===== src/rtl/ltd_pkg.sv =====
// Shared types, constants and codes of the location table decoder.
`default_nettype none

package ltd_pkg;

  // Entries decoded before the table is given up as not found.
  localparam int unsigned MaxEntries = 65536;
  localparam int unsigned EntryW     = $clog2(MaxEntries + 1);

  localparam int unsigned PosW    = 20;
  localparam int unsigned LineW   = 32;
  localparam int unsigned ColW    = 31;
  localparam int unsigned VarintW = 30;
  localparam int unsigned ChunkW  = 3;
  localparam int unsigned VarintMaxChunks = 5;

  // Entry kind codes with a meaning of their own.
  localparam logic [3:0] KindOneLine0 = 4'd10;
  localparam logic [3:0] KindNoCols   = 4'd13;
  localparam logic [3:0] KindLong     = 4'd14;
  localparam logic [3:0] KindNone     = 4'd15;

  typedef enum logic [2:0] {
    PH_IDLE,
    PH_HEADER,
    PH_VARINT,
    PH_COL_A,
    PH_COL_B
  } phase_e;

  typedef enum logic [1:0] {
    ST_FOUND     = 2'd0,
    ST_NOTFOUND  = 2'd1,
    ST_MALFORMED = 2'd2
  } status_e;

  typedef enum logic [1:0] {
    FLD_LINE,
    FLD_END_LINE,
    FLD_COL_START,
    FLD_COL_END
  } field_e;

  typedef struct packed {
    phase_e                   phase;
    logic [3:0]               kind;
    logic [3:0]               span;
    logic [PosW-1:0]          code_pos;
    logic [LineW-1:0]         line;
    logic [31:0]              query;
    logic [VarintW-1:0]       vint;
    logic [ChunkW-1:0]        chunks;
    field_e                   field;
    logic [LineW-1:0]         loc_line_start;
    logic [LineW-1:0]         loc_line_end;
    logic [ColW-1:0]          loc_col_start;
    logic [ColW-1:0]          loc_col_end;
    logic [EntryW-1:0]        entries;
  } state_t;

  typedef struct packed {
    status_e          status;
    logic [LineW-1:0] line_start;
    logic [LineW-1:0] line_end;
    logic [ColW-1:0]  column_start;
    logic [ColW-1:0]  column_end;
  } result_t;

  localparam state_t StateRst = '{
    phase:          PH_IDLE,
    kind:           '0,
    span:           '0,
    code_pos:       '0,
    line:           '0,
    query:          '0,
    vint:           '0,
    chunks:         '0,
    field:          FLD_LINE,
    loc_line_start: '1,
    loc_line_end:   '1,
    loc_col_start:  '1,
    loc_col_end:    '1,
    entries:        '0
  };

endpackage

`default_nettype wire


===== src/rtl/ltd_step.sv =====
// Next-state and result logic for one table byte of the location decoder.
`default_nettype none

module ltd_step (
  input  var ltd_pkg::state_t  state_i,
  input  wire logic [7:0]      byte_i,
  input  wire logic            start_i,
  input  wire logic            last_i,
  input  wire logic [31:0]     query_i,
  input  wire logic [31:0]     first_line_i,
  output ltd_pkg::state_t      state_o,
  output logic                 res_valid_o,
  output ltd_pkg::result_t     res_o
);

  ltd_pkg::state_t  base_s;
  ltd_pkg::state_t  nxt;
  logic             emit;
  ltd_pkg::status_e emit_status;
  logic             complete;
  logic             active;

  logic [3:0]                          hdr_kind;
  logic [ltd_pkg::VarintW-1:0]         chunk_sh;
  logic [ltd_pkg::VarintW-1:0]         vint_new;
  logic [ltd_pkg::ChunkW-1:0]          chunks_new;
  logic [ltd_pkg::LineW-1:0]           line_delta;
  logic [ltd_pkg::VarintW-2:0]         vmag;
  logic [6:0]                          short_col;
  logic [ltd_pkg::PosW:0]              pos_hi;
  logic [ltd_pkg::EntryW-1:0]          entries_new;
  logic                                hit;

  assign hdr_kind  = byte_i[6:3];
  assign short_col = {base_s.kind[3:0], byte_i[6:4]};

  // Place the new six-bit chunk at its position in the accumulator.
  always_comb begin
    case (base_s.chunks)
      3'd0:    chunk_sh = ltd_pkg::VarintW'(byte_i[5:0]);
      3'd1:    chunk_sh = ltd_pkg::VarintW'(byte_i[5:0]) << 6;
      3'd2:    chunk_sh = ltd_pkg::VarintW'(byte_i[5:0]) << 12;
      3'd3:    chunk_sh = ltd_pkg::VarintW'(byte_i[5:0]) << 18;
      3'd4:    chunk_sh = ltd_pkg::VarintW'(byte_i[5:0]) << 24;
      default: chunk_sh = '0;
    endcase
  end

  assign vint_new   = base_s.vint | chunk_sh;
  assign chunks_new = base_s.chunks + ltd_pkg::ChunkW'(1);
  assign vmag       = vint_new[ltd_pkg::VarintW-1:1];
  // Zig-zag style sign: an odd value is a negative step.
  assign line_delta = vint_new[0] ? (32'd0 - 32'(vmag)) : 32'(vmag);

  always_comb begin
    base_s = state_i;
    if (start_i) begin
      base_s       = ltd_pkg::StateRst;
      base_s.query = query_i;
      base_s.line  = first_line_i;
      base_s.phase = ltd_pkg::PH_HEADER;
    end

    nxt         = base_s;
    emit        = 1'b0;
    emit_status = ltd_pkg::ST_NOTFOUND;
    complete    = 1'b0;
    active      = 1'b1;
    pos_hi      = '0;
    entries_new = base_s.entries;
    hit         = 1'b0;

    case (base_s.phase)
      ltd_pkg::PH_HEADER: begin
        if (byte_i == 8'd0) begin
          emit        = 1'b1;
          emit_status = ltd_pkg::ST_NOTFOUND;
        end else begin
          nxt.kind   = hdr_kind;
          nxt.span   = {1'b0, byte_i[2:0]} + 4'd1;
          nxt.vint   = '0;
          nxt.chunks = '0;
          nxt.field  = ltd_pkg::FLD_LINE;
          if (hdr_kind == ltd_pkg::KindNone) begin
            nxt.loc_line_start = '1;
            nxt.loc_line_end   = '1;
            nxt.loc_col_start  = '1;
            nxt.loc_col_end    = '1;
            complete           = 1'b1;
          end else if (hdr_kind == ltd_pkg::KindLong || hdr_kind == ltd_pkg::KindNoCols) begin
            nxt.phase = ltd_pkg::PH_VARINT;
          end else begin
            if (hdr_kind >= ltd_pkg::KindOneLine0) begin
              nxt.line           = base_s.line + 32'(hdr_kind - ltd_pkg::KindOneLine0);
              nxt.loc_line_start = nxt.line;
              nxt.loc_line_end   = nxt.line;
            end
            nxt.phase = ltd_pkg::PH_COL_A;
          end
        end
      end
      ltd_pkg::PH_VARINT: begin
        nxt.vint   = vint_new;
        nxt.chunks = chunks_new;
        if (byte_i[6]) begin
          if (chunks_new >= ltd_pkg::ChunkW'(ltd_pkg::VarintMaxChunks)) begin
            emit        = 1'b1;
            emit_status = ltd_pkg::ST_MALFORMED;
          end
        end else begin
          nxt.vint   = '0;
          nxt.chunks = '0;
          case (base_s.field)
            ltd_pkg::FLD_LINE: begin
              nxt.line           = base_s.line + line_delta;
              nxt.loc_line_start = nxt.line;
              if (base_s.kind == ltd_pkg::KindNoCols) begin
                nxt.loc_line_end  = nxt.line;
                nxt.loc_col_start = '1;
                nxt.loc_col_end   = '1;
                complete          = 1'b1;
              end else begin
                nxt.field = ltd_pkg::FLD_END_LINE;
              end
            end
            ltd_pkg::FLD_END_LINE: begin
              nxt.loc_line_end = base_s.line + 32'(vint_new);
              nxt.field        = ltd_pkg::FLD_COL_START;
            end
            ltd_pkg::FLD_COL_START: begin
              nxt.loc_col_start = ltd_pkg::ColW'(vint_new) - ltd_pkg::ColW'(1);
              nxt.field         = ltd_pkg::FLD_COL_END;
            end
            default: begin
              nxt.loc_col_end = ltd_pkg::ColW'(vint_new) - ltd_pkg::ColW'(1);
              complete        = 1'b1;
            end
          endcase
        end
      end
      ltd_pkg::PH_COL_A: begin
        if (base_s.kind >= ltd_pkg::KindOneLine0) begin
          nxt.loc_col_start = ltd_pkg::ColW'(byte_i);
          nxt.phase         = ltd_pkg::PH_COL_B;
        end else if (byte_i[7]) begin
          emit        = 1'b1;
          emit_status = ltd_pkg::ST_MALFORMED;
        end else begin
          nxt.loc_line_start = base_s.line;
          nxt.loc_line_end   = base_s.line;
          nxt.loc_col_start  = ltd_pkg::ColW'(short_col);
          nxt.loc_col_end    = ltd_pkg::ColW'({1'b0, short_col} + {4'd0, byte_i[3:0]});
          complete           = 1'b1;
        end
      end
      ltd_pkg::PH_COL_B: begin
        nxt.loc_col_end = ltd_pkg::ColW'(byte_i);
        complete        = 1'b1;
      end
      default: begin
        // Finished: bytes outside a table are dropped.
        active = 1'b0;
      end
    endcase

    if (complete) begin
      pos_hi      = {1'b0, base_s.code_pos} + (ltd_pkg::PosW + 1)'(nxt.span);
      entries_new = base_s.entries + ltd_pkg::EntryW'(1);
      nxt.entries = entries_new;
      // A negative query is never covered.
      hit = !base_s.query[31]
         && (base_s.query >= 32'(base_s.code_pos))
         && (base_s.query < 32'(pos_hi));
      if (hit) begin
        emit        = 1'b1;
        emit_status = ltd_pkg::ST_FOUND;
      end else begin
        nxt.code_pos = pos_hi[ltd_pkg::PosW-1:0];
        nxt.phase    = ltd_pkg::PH_HEADER;
        if (last_i || (entries_new >= ltd_pkg::EntryW'(ltd_pkg::MaxEntries))) begin
          emit        = 1'b1;
          emit_status = ltd_pkg::ST_NOTFOUND;
        end
      end
    end else if (active && !emit && last_i) begin
      // The table ended inside an entry.
      emit        = 1'b1;
      emit_status = ltd_pkg::ST_MALFORMED;
    end

    if (emit) begin
      nxt.phase = ltd_pkg::PH_IDLE;
    end
  end

  always_comb begin
    res_o.status = emit_status;
    if (emit_status == ltd_pkg::ST_FOUND) begin
      res_o.line_start   = nxt.loc_line_start;
      res_o.line_end     = nxt.loc_line_end;
      res_o.column_start = nxt.loc_col_start;
      res_o.column_end   = nxt.loc_col_end;
    end else begin
      res_o.line_start   = '1;
      res_o.line_end     = '1;
      res_o.column_start = '1;
      res_o.column_end   = '1;
    end
  end

  assign state_o     = nxt;
  assign res_valid_o = emit;

endmodule

`default_nettype wire


===== src/rtl/location_table_decoder.sv =====
// Top level of the byte-serial location table decoder.
`default_nettype none

// Channel   Dir  Fields (tdata/tuser from bit 0 upwards)
// s_axis    in   tdata: table_byte[7:0], query_offset[39:8], first_line[71:40]
//                tuser: start_of_table; tlast: last_byte
// m_axis    out  tdata: line_start[31:0], line_end[63:32], column_start[94:64],
//                column_end[125:95], zero padding [127:126]; tuser: status
//
// One table byte is taken per cycle unless a waiting result holds the input.
// Each request waits in the input register, then the decode logic updates the
// parse state and, when the table is decided, loads the result register. A
// waiting result only holds the input when the next byte would also produce a
// result. Reset is asynchronous and active low; it leaves the block finished,
// so bytes are ignored until one arrives with start_of_table set.

module location_table_decoder (
  input  wire logic         clk_i,
  input  wire logic         rst_ni,

  input  wire logic         s_axis_tvalid_i,
  output logic              s_axis_tready_o,
  input  wire logic [71:0]  s_axis_tdata_i,  // table_byte, query_offset, first_line
  input  wire logic         s_axis_tuser_i,  // start_of_table
  input  wire logic         s_axis_tlast_i,  // last_byte

  output logic              m_axis_tvalid_o,
  input  wire logic         m_axis_tready_i,
  output logic [127:0]      m_axis_tdata_o,  // line_start, line_end, column_start,
                                             // column_end, zero padding
  output logic [1:0]        m_axis_tuser_o   // status
);

  // Input register: one request waiting for the decode logic.
  logic        in_valid_q;
  logic [71:0] in_data_q;
  logic        in_start_q;
  logic        in_last_q;

  // Parse state carried from byte to byte.
  ltd_pkg::state_t state_q;
  ltd_pkg::state_t state_d;

  // Result register.
  logic             out_valid_q;
  ltd_pkg::result_t out_res_q;

  logic             res_valid;
  ltd_pkg::result_t res;
  logic             advance;

  ltd_step u_step (
    .state_i      (state_q),
    .byte_i       (in_data_q[7:0]),
    .start_i      (in_start_q),
    .last_i       (in_last_q),
    .query_i      (in_data_q[39:8]),
    .first_line_i (in_data_q[71:40]),
    .state_o      (state_d),
    .res_valid_o  (res_valid),
    .res_o        (res)
  );

  // The held request moves on unless it makes a result that has nowhere to go.
  assign advance         = in_valid_q && (!res_valid || !out_valid_q || m_axis_tready_i);
  assign s_axis_tready_o = !in_valid_q || advance;

  always_ff @(posedge clk_i or negedge rst_ni) begin
    if (!rst_ni) begin
      in_valid_q <= 1'b0;
    end else if (s_axis_tready_o) begin
      in_valid_q <= s_axis_tvalid_i;
    end
  end

  // Payload of the input register needs no reset.
  always_ff @(posedge clk_i) begin
    if (s_axis_tready_o && s_axis_tvalid_i) begin
      in_data_q  <= s_axis_tdata_i;
      in_start_q <= s_axis_tuser_i;
      in_last_q  <= s_axis_tlast_i;
    end
  end

  always_ff @(posedge clk_i or negedge rst_ni) begin
    if (!rst_ni) begin
      state_q <= ltd_pkg::StateRst;
    end else if (advance) begin
      state_q <= state_d;
    end
  end

  always_ff @(posedge clk_i or negedge rst_ni) begin
    if (!rst_ni) begin
      out_valid_q <= 1'b0;
    end else if (advance && res_valid) begin
      out_valid_q <= 1'b1;
    end else if (m_axis_tready_i) begin
      out_valid_q <= 1'b0;
    end
  end

  always_ff @(posedge clk_i) begin
    if (advance && res_valid) begin
      out_res_q <= res;
    end
  end

  assign m_axis_tvalid_o = out_valid_q;
  assign m_axis_tuser_o  = out_res_q.status;
  assign m_axis_tdata_o  = {2'b00, out_res_q.column_end, out_res_q.column_start,
                            out_res_q.line_end, out_res_q.line_start};

  // A result that is not a hit carries no location at all.
  a_miss_no_location: assert property (@(posedge clk_i) disable iff (!rst_ni)
    (out_valid_q && out_res_q.status != ltd_pkg::ST_FOUND) |->
      (out_res_q.line_start == '1 && out_res_q.line_end == '1
       && out_res_q.column_start == '1 && out_res_q.column_end == '1))
    else $error("miss result carries a location");

  // Once a table is decided the parser waits for the next table start.
  a_idle_after_result: assert property (@(posedge clk_i) disable iff (!rst_ni)
    (advance && res_valid) |=> (state_q.phase == ltd_pkg::PH_IDLE))
    else $error("parser not finished after a result");

  // Outside a table, only a table start can produce a result.
  a_no_result_when_idle: assert property (@(posedge clk_i) disable iff (!rst_ni)
    (in_valid_q && !in_start_q && state_q.phase == ltd_pkg::PH_IDLE) |-> !res_valid)
    else $error("result produced outside a table");

  // A held request is never dropped before the decode logic takes it.
  a_input_kept: assert property (@(posedge clk_i) disable iff (!rst_ni)
    (in_valid_q && !advance) |=> (in_valid_q && $stable(in_data_q)))
    else $error("input register lost a request");

endmodule

`default_nettype wire

===== config.mk =====
export PLATFORM = sky130hd
export DESIGN_NAME = location_table_decoder
export DESIGN_NICKNAME = d
export VERILOG_FILES = /design/src/rtl/ltd_pkg.sv /design/src/rtl/ltd_step.sv /design/src/rtl/location_table_decoder.sv
export SDC_FILE = /design/constraint.sdc
export NUM_CORES = 2
export LEC_CHECK = 0
export BUFFER_PORTS_ARGS = -buffer_cell sky130_fd_sc_hd__buf_2
export CORE_UTILIZATION = 39
export DETAILED_ROUTE_END_ITERATION = 10
export MAX_ROUTING_LAYER = met4
export PLACE_DENSITY = 0.63
export SLEW_MARGIN = 20
export SYNTH_ARGS = -nofsm -noshare
export SYNTH_HDL_FRONTEND = slang
export SYNTH_SLANG_ARGS = --single-unit

===== constraint.sdc =====
create_clock -name clk_i -period 22 [get_ports clk_i]
set_clock_uncertainty 0.2 [all_clocks]
set_input_delay 0 -clock clk_i [delete_from_list [all_inputs] [get_ports clk_i]]
set_output_delay 0 -clock clk_i [all_outputs]
set_load 0.01 [all_outputs]

==> impl_metrics.ini <==
[outcome]
status = complete, no violations

[logic_synthesis]
synth_flop_cell = edfxtp_1
ys_async_sr_fraction_pct = 57.7
yosys.area.top_type = edfxtp_1
synth_area_per_cell_um2 = 8.48
synth_warnings = 0
ys_top_cells_by_area = edfxtp_1 (18%), dfrtp_1 (11%), dfstp_2 (9.6%)
syn-instance-count = 4062
netlist-cell-type-count = 109
synth-seq-area-share_pct = 38.0
synth_edf_count = 202
yosys_register_bits = 477
synth_top_area_share_pct = 17.6
netlist_area_mm2 = 0.0345

[hold_path]
min_path_type = reg -> reg
min_from = state_q[125]$_DFFE_PN1P_

[clock_network]
clkSlewWorstSetupHoldPaths_ps = 60
clk_latency_ps = 670
htreeDepth = 2
cts.path.max_buffers = 3
cts_resized = 0
cts_made_buffers = 53
cts_tree = yes
root_buffer = clkbuf_16
cts_sinks = 477

[routing]
drc = 0
wl_um = 153000
antenna_left = 0
post_drt_wl_per_cell_um = 27.8
vias = 34900
routed_via_density = 6.33
drtIter0Drc = 4831
firstDrtPassIters = 7

[layout]
synthToLayoutAreaGrowth_pct = 16.0
fin_nets = 4538
stdcell_area_mm2 = 0.0400
layout-drive-gt1-share_pct = 15.9

[worst_setup_path]
critPathRequiredTime_ps = 22370
cp-startpoint = in_data_q[4]$_DFFE_PP_
crit_type = reg -> reg
r2r-start = in_data_q[4]$_DFFE_PP_
worstPathArrival_ps = 9770
cp_max_fo = 90
endpoint_kind = flop
cp-start-kind = flop

[floorplan]
core_area_mm2 = 0.0872
die_area_mm2 = 0.0896
rows = 108
initial_utilization_pct = 39.5
design.portCount = 210
fp.dieW_um = 299
die_y_um = 299

[sta]
timing.final.crit_share_pct = 42.8
period_needed_ps = 9410
rsz0062_at_grt = no
slew_headroom_pct = 17.4
setup_viol = 0
fmax_ghz = 0.106
slew_violations = 0
worstMarginPinSlew_ps = 1230
final-hold-violation-count = 0
finalSetupTns_ps = 0

[place]
placed_area_mm2 = 0.0366
portBuffers = 207
dp_hpwl_um = 109000
gp_congestion = 1.06

[global_route]
grt_pass1_vias = 33100
grt_max_degree = 91
grt_pass1_wl_um = 222000
grtUsageTotal_pct = 34.2
grt_overflow = 0
antenna_found_initial = 6

[pwr]
finalPower_mw = 4.30
ir_worst_vdd_uv = 71.3
power_density_mw_per_mm2 = 108
p_leak_nw = 15.0

[job]
maxCapViolations = 0
report_power, final:
group          total (mW)  internal, mW  switching (mW)
Combinational        2.02         0.649            1.37
Clock               0.929         0.521           0.408
Sequential           1.35          1.20           0.152
worst max-delay path, cell delays in order (launching register included):
cell and delay (ps):
edfxtp_1 700, inv_1 400, ha_1 200, or4bb_1 480, or2_2 370, nand2_1 270, nand3_1 110, o21ai_0 160
ha_1 230, inv_1 60, fa_1 410, nor2b_1 120, o21ai_0 120, a2111o_1 510, nor2_1 190, nand3_1 190
nor2_1 300, nand3_1 200, or3_1 350, ha_1 300, and3_1 140, nand3_1 70, a21oi_1 180, o311a_1 260
or2_4 630, buf_4 840, buf_4 760, mux2_2 410
path summary, 6_finish.rpt:
check	endpoint	slack (ps)	cells after the start
setup / recovery	state_q[127]$_DFFE_PN1P_	12590	27
hold reg to reg	state_q[125]$_DFFE_PN1P_	260	2
setup reg to reg	state_q[127]$_DFFE_PN1P_	12590	27
hold / removal	state_q[125]$_DFFE_PN1P_	260	2
max in group asynchronous	state_q[216]$_DFFE_PN0P_	20120	4
min in group asynchronous	state_q[37]$_DFFE_PN1P_	490	3
layer usage:
metal  track usage (%)  part of all wire (%)  up-vias
met5                 -                     0        -
li1                  -                     -    15500
met4              19.5                   6.9        0
met2              51.0                    43     2097
met1              43.4                    40    16800
met3              6.43                    10      480
stage by stage:
step	hold slack, ps	std cells	utilization, %	worst slack [ps]
after floorplan	-496	4063	-	12040
after global placement	-97.2	5244	42.0	12940
after detailed placement	-100	5244	42.0	12720
after CTS	260	5500	45.8	12670
after global routing	272	5502	45.9	12000
final	255	5503	45.9	12590
area by class of cell:
cell class              instances  area, µm²
diodes                          3       7.51
well taps                    1155       1450
multi-input cells            3209      19900
fillers                      8476      47200
clock inverters                31        337
inverters                     101        379
repair buffers                458       3340
clock buffers                  69       1430
flip-flops and latches        477      13100
synth_stat cells (46+ instances only):
cell      number
nor2_1       480
nand2_1      467
a21oi_1      405
o21ai_0      351
edfxtp_1     202
clkbuf_1     191
ha_1         155
dfrtp_1      149
dfstp_2      126
xnor2_1      109
nor3_1       104
inv_1         99
mux2_2        79
nand3_1       77
a31oi_1       62
a21o_1        53
xor2_1        51
o211ai_1      47
o31ai_1       46
state kept, by name, indices dropped and copies added (netlist names):
name and flops:
m_axis_tdata_o 126, m_axis_tvalid_o 1, m_axis_tuser_o 2, in_data_q 72
in_start_q 1, state_q 273, in_valid_q 1, in_last_q 1
kinds of logic after synthesis:
kind of cell               count (synthesis)  share of synthesized area [%]
AOI/OAI and AO/OA                       1367                           25.3
xor gates and xnor gates                 161                           4.13
adders and majority gates                162                           5.98
buffers and inverters                    377                           4.49
DFF                                      477                           38.0
muxes                                    107                           3.41
other                                      1                         0.0109
and+or+nand+nor                         1410                           18.7
placed cells by master (no fill, tap or decap), types with 44 or more instances in the layout:
master,netlist,layout
dlygate4sd3_1,0,155
o31ai_1,46,46
nand3_1,77,77
nand2_1,467,466
mux2_2,79,79
o211ai_1,47,47
buf_4,9,95
dfrtp_1,149,149
clkbuf_16,0,54
inv_1,99,99
a211oi_1,44,44
nor3_1,104,101
a21o_1,53,53
o21ai_0,351,348
edfxtp_1,202,202
xnor2_1,109,109
xor2_1,51,51
dfstp_2,126,126
a21oi_1,405,405
ha_1,155,154
a31oi_1,62,62
nor2_1,480,470
buf_2,44,206
repair_timing:
| item | CTS | global route |
|---|---|---|
| setup buffers | 0 | 0 |
| endpoints found under the hold margin | 196 | 0 |
| hold buffers | 156 | 0 |
Power figures use the tool's default switching activity.
